File: config.mk
export PLATFORM = sky130hd
export DESIGN_NAME = url_percent_decoder
export DESIGN_NICKNAME = d
export VERILOG_FILES = /design/src/sv/upd_pkg.sv /design/src/sv/upd_front.sv /design/src/sv/upd_queue.sv /design/src/sv/upd_back.sv /design/src/sv/url_percent_decoder.sv
export VERILOG_INCLUDE_DIRS = /design/src /design/src/sv
export SDC_FILE = /design/constraint.sdc
export NUM_CORES = 1
export LEC_CHECK = 0
export ABC_CLOCK_PERIOD_IN_PS = 7950
export BUFFER_PORTS_ARGS = -buffer_cell sky130_fd_sc_hd__buf_4
export CAP_MARGIN = 40
export CELL_PAD_IN_SITES_DETAIL_PLACEMENT = 1
export CELL_PAD_IN_SITES_GLOBAL_PLACEMENT = 1
export CORE_MARGIN = 2
export CORE_UTILIZATION = 40
export DETAILED_ROUTE_END_ITERATION = 8
export GPL_TIMING_DRIVEN = 0
export PLACE_DENSITY_LB_ADDON = 0.1
export SLEW_MARGIN = 20
export SYNTH_ARGS = -nofsm -noshare
export SYNTH_HDL_FRONTEND = slang
export SYNTH_HIERARCHICAL = 1
export SYNTH_SLANG_ARGS = --single-unit
File: constraint.sdc
create_clock -name clk -period 7.95 [get_ports clk]
set_clock_uncertainty 0.2 [all_clocks]
set_input_delay 0 -clock clk [delete_from_list [all_inputs] [get_ports clk]]
set_output_delay 0 -clock clk [all_outputs]
set_load 0.005 [all_outputs]
File: src/sv/assert_macros.svh
// assertion helpers included by url_percent_decoder.sv
`ifndef ASSERT_MACROS_SVH
`define ASSERT_MACROS_SVH

// checked only outside reset
`define UPD_ASSERT(lbl, prop, msg) \
	lbl: assert property (@(posedge clk) disable iff (!arst_n) prop) else $error(msg);

// checked on every edge, reset included
`define UPD_ASSERT_ALWAYS(lbl, prop, msg) \
	lbl: assert property (@(posedge clk) prop) else $error(msg);

`endif

File: src/sv/upd_pkg.sv
`timescale 1ns / 1ps

package upd_pkg;

	localparam logic [7:0] CH_PERCENT = 8'h25;
	localparam logic [7:0] CH_PLUS    = 8'h2B;
	localparam logic [7:0] CH_SPACE   = 8'h20;
	localparam logic [7:0] CH_ZERO    = 8'h30;
	localparam logic [7:0] CH_NINE    = 8'h39;
	localparam logic [7:0] CH_LC_A    = 8'h61;
	localparam logic [7:0] CH_LC_F    = 8'h66;
	localparam logic [7:0] CH_UC_A    = 8'h41;
	localparam logic [7:0] CH_UC_F    = 8'h46;
	localparam logic [4:0] HEX_NONE   = 5'd16;
	localparam logic [4:0] HEX_TEN    = 5'd10;

	localparam int UPD_QUEUE_DEPTH = 4;

	typedef enum logic [2:0] {
		PH_PLAIN = 3'b001,
		PH_PCT   = 3'b010,
		PH_DIGIT = 3'b100
	} phase_t;

	// up to three output bytes caused by one request
	typedef struct packed {
		logic [1:0]      cnt;
		logic            last;
		logic [2:0][7:0] data;
	} cmd_t;

	typedef struct packed {
		logic empty;
		logic full;
	} q_stat_t;

	// hex digit value, or 16 when not a hex digit
	function automatic logic [4:0] hex_value(input logic [7:0] c);
		logic [4:0] v;
		v = HEX_NONE;
		if (c >= CH_ZERO && c <= CH_NINE)
			v = 5'(c - CH_ZERO);
		else if (c >= CH_LC_A && c <= CH_LC_F)
			v = 5'(c - CH_LC_A) + HEX_TEN;
		else if (c >= CH_UC_A && c <= CH_UC_F)
			v = 5'(c - CH_UC_A) + HEX_TEN;
		return v;
	endfunction

endpackage

File: src/sv/upd_front.sv
`timescale 1ns / 1ps

module upd_front import upd_pkg::*; (
	input  logic       clk,
	input  logic       arst_n,
	input  logic       accept,
	input  logic [7:0] in_byte,
	input  logic       in_last,
	output logic       push,
	output cmd_t       cmd
);

	phase_t     phase_q, phase_d;
	logic [7:0] held_q, held_d;
	logic [4:0] v;
	logic [4:0] hv;
	logic       do_plain;
	logic [1:0] n;

	always_comb begin
		v        = hex_value(in_byte);
		hv       = hex_value(held_q);
		cmd      = '0;
		phase_d  = PH_PLAIN;
		held_d   = '0;
		do_plain = 1'b0;
		n        = 2'd0;
		unique case (phase_q)
			PH_PCT: begin
				if (!v[4]) begin
					if (in_last) begin
						cmd.data[0] = CH_PERCENT;
						cmd.data[1] = in_byte;
						n = 2'd2;
					end else begin
						held_d  = in_byte;
						phase_d = PH_DIGIT;
					end
				end else begin
					cmd.data[0] = CH_PERCENT;
					n = 2'd1;
					do_plain = 1'b1;
				end
			end
			PH_DIGIT: begin
				if (!v[4]) begin
					cmd.data[0] = {hv[3:0], v[3:0]};
					n = 2'd1;
				end else begin
					cmd.data[0] = CH_PERCENT;
					cmd.data[1] = held_q;
					n = 2'd2;
					do_plain = 1'b1;
				end
			end
			default: do_plain = 1'b1;
		endcase
		if (do_plain) begin
			if (in_byte == CH_PERCENT) begin
				if (in_last) begin
					cmd.data[n] = CH_PERCENT;
					n = n + 2'd1;
				end else begin
					phase_d = PH_PCT;
				end
			end else begin
				cmd.data[n] = (in_byte == CH_PLUS) ? CH_SPACE : in_byte;
				n = n + 2'd1;
			end
		end
		cmd.cnt  = n;
		cmd.last = in_last;
	end

	assign push = accept && (n != 2'd0);

	always_ff @(posedge clk or negedge arst_n) begin
		if (!arst_n) begin
			phase_q <= PH_PLAIN;
			held_q  <= '0;
		end else if (accept) begin
			phase_q <= phase_d;
			held_q  <= held_d;
		end
	end

endmodule

File: src/sv/upd_queue.sv
`timescale 1ns / 1ps

module upd_queue import upd_pkg::*; #(
	parameter int DEPTH = UPD_QUEUE_DEPTH
) (
	input  logic    clk,
	input  logic    arst_n,
	input  logic    push,
	input  cmd_t    wdata,
	input  logic    pop,
	output cmd_t    rdata,
	output q_stat_t stat
);

	localparam int PW = (DEPTH > 1) ? $clog2(DEPTH) : 1;
	localparam int CW = $clog2(DEPTH + 1);

	cmd_t          mem_q [DEPTH];
	logic [PW-1:0] wr_ptr_q;
	logic [PW-1:0] rd_ptr_q;
	logic [CW-1:0] count_q;

	assign stat.empty = (count_q == CW'(0));
	assign stat.full  = (count_q == CW'(DEPTH));
	assign rdata      = mem_q[rd_ptr_q];

	always_ff @(posedge clk) begin
		if (push)
			mem_q[wr_ptr_q] <= wdata;
	end

	always_ff @(posedge clk or negedge arst_n) begin
		if (!arst_n) begin
			wr_ptr_q <= '0;
			rd_ptr_q <= '0;
			count_q  <= '0;
		end else begin
			if (push)
				wr_ptr_q <= (wr_ptr_q == PW'(DEPTH - 1)) ? '0 : wr_ptr_q + PW'(1);
			if (pop)
				rd_ptr_q <= (rd_ptr_q == PW'(DEPTH - 1)) ? '0 : rd_ptr_q + PW'(1);
			if (push && !pop)
				count_q <= count_q + CW'(1);
			else if (pop && !push)
				count_q <= count_q - CW'(1);
		end
	end

endmodule

File: src/sv/upd_back.sv
`timescale 1ns / 1ps

module upd_back import upd_pkg::*; (
	input  logic       clk,
	input  logic       arst_n,
	input  cmd_t       head,
	input  logic       head_valid,
	output logic       pop,
	output logic       out_valid,
	input  logic       out_ready,
	output logic [7:0] out_byte,
	output logic       out_last
);

	logic [1:0] idx_q;
	logic       valid_q;
	logic [7:0] byte_q;
	logic       last_q;
	logic       load;
	logic       final_byte;

	assign load       = head_valid && (!valid_q || out_ready);
	assign final_byte = (idx_q == head.cnt - 2'd1);
	assign pop        = load && final_byte;

	always_ff @(posedge clk or negedge arst_n) begin
		if (!arst_n) begin
			idx_q   <= '0;
			valid_q <= 1'b0;
		end else begin
			if (load) begin
				idx_q   <= final_byte ? 2'd0 : idx_q + 2'd1;
				valid_q <= 1'b1;
			end else if (out_ready) begin
				valid_q <= 1'b0;
			end
		end
	end

	always_ff @(posedge clk) begin
		if (load) begin
			byte_q <= head.data[idx_q];
			last_q <= head.last && final_byte;
		end
	end

	assign out_valid = valid_q;
	assign out_byte  = byte_q;
	assign out_last  = last_q;

endmodule

File: src/sv/url_percent_decoder.sv
// Streaming percent decoder for URL / form-urlencoded text. One encoded byte
// is taken per cycle; each request yields zero to three decoded bytes, which
// go into a QUEUE_DEPTH-entry command queue and leave, one byte per cycle
// while out_ready is high, through a registered output; each byte passes
// through the queue memory, then the output register. The output register
// sets the sustained rate of one byte per cycle; the input stalls only when
// the queue fills, either because out_ready is held low or because bursts
// from bad or cut escapes outrun the output. A '%' with two hex digits
// becomes the encoded byte, a plain '+' becomes a space, and a broken escape
// passes through literally. out_last marks the final byte of each string.
`timescale 1ns / 1ps

module url_percent_decoder import upd_pkg::*; #(
	parameter int QUEUE_DEPTH = UPD_QUEUE_DEPTH
) (
	input  logic       clk,
	input  logic       arst_n,
	input  logic       in_valid,
	output logic       in_ready,
	input  logic [7:0] in_byte,
	input  logic       in_last,
	output logic       out_valid,
	input  logic       out_ready,
	output logic [7:0] out_byte,
	output logic       out_last
);

	`include "assert_macros.svh"

	cmd_t    cmd;
	cmd_t    head;
	logic    q_push;
	logic    q_pop;
	q_stat_t q_stat;
	logic    accept;

	assign in_ready = !q_stat.full;
	assign accept   = in_valid && in_ready;

	upd_front u_front (
		.clk     (clk),
		.arst_n  (arst_n),
		.accept  (accept),
		.in_byte (in_byte),
		.in_last (in_last),
		.push    (q_push),
		.cmd     (cmd)
	);

	upd_queue #(
		.DEPTH (QUEUE_DEPTH)
	) u_queue (
		.clk    (clk),
		.arst_n (arst_n),
		.push   (q_push),
		.wdata  (cmd),
		.pop    (q_pop),
		.rdata  (head),
		.stat   (q_stat)
	);

	upd_back u_back (
		.clk        (clk),
		.arst_n     (arst_n),
		.head       (head),
		.head_valid (!q_stat.empty),
		.pop        (q_pop),
		.out_valid  (out_valid),
		.out_ready  (out_ready),
		.out_byte   (out_byte),
		.out_last   (out_last)
	);

	`UPD_ASSERT(a_push_not_full, q_push |-> !q_stat.full, "push into full queue")
	`UPD_ASSERT(a_pop_not_empty, q_pop |-> !q_stat.empty, "pop from empty queue")
	`UPD_ASSERT(a_push_has_bytes, q_push |-> (cmd.cnt != 2'd0), "empty command queued")
	`UPD_ASSERT_ALWAYS(a_reset_idle, !arst_n |-> !out_valid, "output valid in reset")

endmodule
# Word-level counts from Yosys, hierarchy flattened
# Memory sizes are Yosys's and may differ from the RTL's.
# Cells that the tools add are included.
# classes
addsub	17
n_mul	0
div_mod_pow	0
magnitude_cmp	15
eq_ne	8
shifts	0
muxes	48
n_bitwise	3
n_reduce_logical	25
# op_table
op	count
8-bit two-way mux	10
24-bit two-way mux	3
8-bit by 7-bit greater-or-equal comparator with 1-bit output (second input constant)	4
8-bit by 7-bit less-or-equal comparator with 1-bit output (second input constant)	4
16-bit case mux with 2 select lines	1
24-bit bitwise mux	1
3-bit two-way mux	8
2-bit two-way mux	9
8-bit binary-select mux with 2-bit select	1
8-bit demux with 2-bit select	1
8-bit by 6-bit equality test with 1-bit output (second input constant)	2
8-bit by 6-bit greater-or-equal comparator with 1-bit output (second input constant)	2
8-bit by 6-bit less-or-equal comparator with 1-bit output (second input constant)	2
16-bit two-way mux	1
10-bit by 15-bit bitwise AND with 15-bit output	1
5-bit two-way mux	3
15-bit NOT	1
1-bit logical AND	14
4-bit two-way mux	3
4-bit by 1-bit subtractor with 4-bit output (second input constant)	3
5-bit by 4-bit adder with 5-bit output (second input constant)	2
5-bit by 1-bit subtractor with 5-bit output (second input constant)	2
6-bit by 9-bit OR with 9-bit output	1
2-bit by 1-bit adder with 2-bit output (second input constant)	4
other kinds (18)	33
# totals
reg_bits	30
latchBits	0
ram_bits	108
rom_bits	0
input_bits	13
memories	1
# memory_table
memory	words	width	rd	rd_ports_with_merged_regs	write_ports	line	rtl
u_queue.mem_q	4	27	1	0	1	upd_queue.sv:18	cmd_t mem_q [DEPTH];

# Longest topological paths before layout
# logic_depth
depth_word	17
mapped_depth	16

# Hierarchy
# Netlist, hierarchy kept.
# by_module_without_submodules
module	n_inst	cells_each	area_per_inst_um2	seq_area_each_um2
upd_queue	1	178	4321.6	3418.3
upd_front	1	161	1321.3	276.5
upd_back	1	57	636.9	345.3
url_percent_decoder	1	3	13.8	0.0

# Worst setup path after synthesis
# Ideal clock, no wire load.
# synth_timing
path_type	flip-flop to flip-flop
from	reg u_front.phase_q[2]
to	reg u_queue.count_q[1]
setup_ps	125
arrival_time_ps	3040
slack_ps	4586
path_stages_with_launch	12
path_buffers	0
period_less_slack_ps	3364
path_cell_list	dfrtp_1 > nor3b_1 > nand2_1 > a21oi_1 > a21oi_1 > ha_1 > a311o_1 > o21a_1 > ha_1 > inv_1 > fa_1 > mux2_2
# synth_lines
item	line	rtl
from (decl)	upd_front.sv:13	phase_t phase_q, phase_d;
from (signal assigned)	upd_front.sv:82	phase_q <= phase_d;
to (signal assigned)	upd_queue.sv:43	count_q <= count_q + CW'(1);
to (signal assigned)	upd_queue.sv:45	count_q <= count_q - CW'(1);
to (decl)	upd_queue.sv:21	logic [CW-1:0] count_q;

==> impl_metrics.ini <==
[sta]
hold_viol = 0
fin_worst_hold_slack_ns = 0.2283
slew_violations = 0
timing.fmax_ghz = 0.2474
setup_violations = 0
post-route-worst-setup-slack_ns = 3.907
timing.max_slew.rel_slack_pct = 43.79
grt_setup_unrepaired = false
layout_min_cycle_time_ns = 4.043
period_share_pct = 50.85
timing_worst_slew_pin_value_ns = 0.8414
setup-tns-final_ns = 0

[synth]
ys_top_cells_by_area = sky130_fd_sc_hd__edfxtp_1 (56%), sky130_fd_sc_hd__mux4_2 (9.3%), sky130_fd_sc_hd__dfrtp_1 (8.0%)
ys.flop_type = sky130_fd_sc_hd__edfxtp_1
synth_cells = 399
ys_warn_count = 6
synth.yosys.seq_area_share_pct = 64.19
synthesis.area_mm2 = 0.006294
count_of_flip_flops_with_a_built_in_enable_after_synthesis = 117
syn_area_per_cell_um2 = 15.77
synthesized_area_fraction_occupied_by_ao_oa_aoi_and_oai_cells_pct = 8.867
synth_largest_area_cell = sky130_fd_sc_hd__edfxtp_1
synth_simple_gate_area_share_pct = 8.131
yosysUniqueCellTypes = 64
synth_top_family_by_area = multiplexers
synth.area.mux_share_pct = 11.69
synth_adder_area_share_pct = 3.300
top_area_cell_type_share_of_the_netlist_area_pct = 55.83
synth_xor_area_share_pct = 1.113
synth_fp_nets = 428
synth_async_reset_ratio_pct = 15.22
ys_seq_elements = 138

[cts]
cts_hold_buf = 15
clk_pin_slew_ns = 0.06
tritoncts.num_buffers = 17
cts_tree = yes
ctsLongestPathBuffers = 2
cts.repair.resized = 0
cts_root_buf = sky130_fd_sc_hd__clkbuf_16
postCtsSetupBuffers = 0
htree_num_levels = 4
clock_sinks = 138
clkLatencyLatePin_ns = 0.42

[drt]
routed_via_density = 5.402
vias = 3695
detail-route-antenna-nets = 0
first_pass_iters = 4
detail_route.drc_violations = 0
drt-wirelength-per-cell_um = 21.57
first_iter_violations = 204
totalWireLength_mm = 14.75

[global_routing]
gr-total-overflow = 0
grt_first_pass_wirelength_mm = 23.45
gr-usage-all-layers_pct = 19.54
grt_pass1_vias = 3981
largest_net_degree_at_the_start_of_global_routing = 23
antenna_found_initial = 0

[pwr]
power.density_cell_area_mw_per_mm2 = 331.3
static-leakage-power_nw = 2.718
netsw_w = 0.0007256
power.sequential.fraction_pct = 41.0
comb_power_share_pct = 28.9
internal_power_w = 0.001766
proportion_of_power_drawn_by_the_clock_network_pct = 30.1
worst_ir_drop_vdd_mv = 0.1418
switching_fraction_pct = 29.12

[placement]
gp_congestion = 0.8800
pre_cts_setup_slack_ns = 3.928
dpl-instance-area_mm2 = 0.006808
io_buffer_count = 22
detailed_place_hpwl_mm = 10.16

[worst_setup_path]
worstPathRequired_ns = 8.09
timing.critical_path.buf_inv = 1
critPathMaxStageDelay_ns = 0.71
critPathCaptureType = flop
critical_path.slowest_cell = sky130_fd_sc_hd__nor3b_1
cp_cell_sequence = nor3b_1, nand2_1, a21oi_1, a21oi_1, ha_1, a311o_1, o21a_1, ha_1, inv_1, fa_1, xor2_1, nor2_1, xor2_1
highest_fanout_seen_on_the_critical_path = 9
family_with_the_most_delay_on_the_worst_path = compound AO/OA/AOI/OAI gates
worstPathArrival_ns = 4.18
critPathLaunchType = flop
critPathKind = reg -> reg

[min_path]
hold_path.class = in -> reg

[floorplan]
fp-row-count = 45
dieHeight_um = 129.4
core-area_mm2 = 0.01531
floorplan.initialDensity_pct = 41.09
fp.dieW_um = 129.4
fp.dieArea_mm2 = 0.01675
top_level_ports = 24

[finish]
area_taken_by_multi_input_logic_gates_mm2 = 0.002088
number_of_diodes_added_for_antenna_fixing = 0
n_fill_cell = 1540
layout.area.seq_mm2 = 0.004040
num-nets-final = 489
syn_to_final_growth_pct = 19.50
final_area_mm2 = 0.007521
drive_gt1_share_pct = 23.47

[status]
outcome = completed

[flow_run]
cap_viol_max_count = 0
-- cell type report --
class	instances	share of cell area [%]
multi-input cells	228	27.77
flip-flops and latches	138	53.72
inverters	18	0.8984
clock buffers	19	5.756
clock inverters	13	1.697
plain buffers	15	1.364
repair buffers	42	5.290
well taps	211	3.510
-- Yosys cell counts, drive strengths merged (2+ instances only) --
master and instances:
a31o 3, nand2b 4, a32o 2, buf 12, and2 8, dfrtp 20, xnor2 5, mux2 3
nor2 13, o21ai 18, a31oi 4, o22a 3, clkbuf 3, and3 4, a21oi 9, o22ai 4
ha 15, nor2b 4, and4 3, nand3 7, nand2 30, edfxtp 117, mux2i 9, o21bai 2
xor2 3, a21o 3, inv 17, a22o 12, nor3b 7, mux4 27, a211oi 2, a22oi 6
-- power by group through the flow --
stage,sequential (W),clock (W),combinational (W)
floorplan,0.00103,0,0.000478
global placement,0.00103,0,0.000685
detailed placement,0.00104,0,0.000728
CTS,0.00102,0.000768,0.000735
global route,0.00104,0.000798,0.000790
finish,0.00102,0.000751,0.000720
-- state kept, by name, indices dropped and copies added (netlist names) --
name              count
u_queue/mem_q       108
u_back/out_byte       8
u_front/held_q        8
u_front/phase_q       3
u_queue/count_q       3
u_back/idx_q          2
u_queue/rd_ptr_q      2
u_queue/wr_ptr_q      2
u_back/out_last       1
u_back/out_valid      1
-- layer usage --
layer	part of all wire, %	GRT usage [%]	up-vias
met5	0	0	-
met2	48	31.67	64
met3	3.1	4.459	22
met4	1.9	6.452	0
li1	-	-	1697
met1	47	26.38	1912
-- worst register-to-register path, cell delays in order, from the launching register on --
cell and delay, ns:
sky130_fd_sc_hd__dfrtp_1 0.44, sky130_fd_sc_hd__nor3b_1 0.71, sky130_fd_sc_hd__nand2_1 0.17, sky130_fd_sc_hd__a21oi_1 0.29, sky130_fd_sc_hd__a21oi_1 0.13, sky130_fd_sc_hd__ha_1 0.31, sky130_fd_sc_hd__a311o_1 0.33, sky130_fd_sc_hd__o21a_1 0.30
sky130_fd_sc_hd__ha_1 0.22, sky130_fd_sc_hd__inv_1 0.06, sky130_fd_sc_hd__fa_1 0.38, sky130_fd_sc_hd__xor2_1 0.15, sky130_fd_sc_hd__nor2_1 0.11, sky130_fd_sc_hd__xor2_1 0.16
-- cell usage in the layout (no fill, tap or decap), types with 3 or more instances in the layout --
cell                            synthesis  layout
sky130_fd_sc_hd__clkbuf_16              0      17
sky130_fd_sc_hd__buf_12                 1       5
sky130_fd_sc_hd__o22a_1                 3       3
sky130_fd_sc_hd__nor2b_1                4       4
sky130_fd_sc_hd__dlygate4sd3_1          0      14
sky130_fd_sc_hd__edfxtp_1             117     117
sky130_fd_sc_hd__clkbuf_1               3       5
sky130_fd_sc_hd__xor2_1                 3       3
sky130_fd_sc_hd__a22oi_1                6       6
sky130_fd_sc_hd__and3_1                 4       4
sky130_fd_sc_hd__buf_2                  6       7
sky130_fd_sc_hd__nor2_1                13      13
sky130_fd_sc_hd__a21o_1                 3       3
sky130_fd_sc_hd__a22o_1                12      12
sky130_fd_sc_hd__clkinvlp_4             0       3
sky130_fd_sc_hd__o22ai_1                4       4
sky130_fd_sc_hd__a31oi_1                4       4
sky130_fd_sc_hd__mux4_2                26      26
sky130_fd_sc_hd__clkinv_1               1       3
sky130_fd_sc_hd__nand3_1                7       7
sky130_fd_sc_hd__nand2b_1               3       3
sky130_fd_sc_hd__and2_1                 8       4
sky130_fd_sc_hd__nand2_1               29      29
sky130_fd_sc_hd__inv_1                 17      17
sky130_fd_sc_hd__and2_2                 0       4
sky130_fd_sc_hd__ha_1                  15      15
sky130_fd_sc_hd__o21ai_0                6       6
sky130_fd_sc_hd__clkinv_2               0       4
sky130_fd_sc_hd__nor3b_1                6       6
sky130_fd_sc_hd__xnor2_1                5       5
sky130_fd_sc_hd__dfrtp_1               20      20
sky130_fd_sc_hd__mux2_2                 3       3
sky130_fd_sc_hd__o21ai_1               11      11
sky130_fd_sc_hd__buf_4                  4      26
sky130_fd_sc_hd__a21oi_1                8       8
sky130_fd_sc_hd__mux2i_1                9       9
-- worst paths after layout --
kind | startpoint | endpoint | slack [ns] | depth (start not counted)
worst max-delay path | u_front/phase_q[2] | u_queue/count_q[2] | 3.91 | 13
worst min-delay path | in_byte[0] | u_front/held_q[0] | 0.23 | 3
worst max register to register | u_front/phase_q[2] | u_queue/count_q[2] | 3.91 | 13
worst min register to register | u_queue/count_q[2] | u_queue/count_q[2] | 0.29 | 1
max in group asynchronous | arst_n | u_front/phase_q[1] | 6.64 | 4
min in group asynchronous | arst_n | u_front/phase_q[0] | 0.42 | 3
-- metrics by stage --
step / util, % / total power, W / std cells
after global placement: 43.90 / 0.001718 / 632
after CTS: 49.09 / 0.002527 / 683
after detailed placement: 44.45 / 0.001766 / 636
final: 49.11 / 0.002492 / 684
after floorplan: - / 0.001503 / 399
after global routing: 49.11 / 0.002627 / 684
-- logic make-up (layout without fill, tap and decap cells) --
logic type | after synthesis | in the layout
buffers and inverters | 33 | 107
adder cells (fa/ha/maj) | 16 | 16
flip-flops | 138 | 138
AND/OR/NAND/NOR | 89 | 89
XOR/XNOR | 8 | 8
AO/OA/AOI/OAI | 76 | 76
multiplexers | 39 | 39
Power figures use the tool's default switching activity.
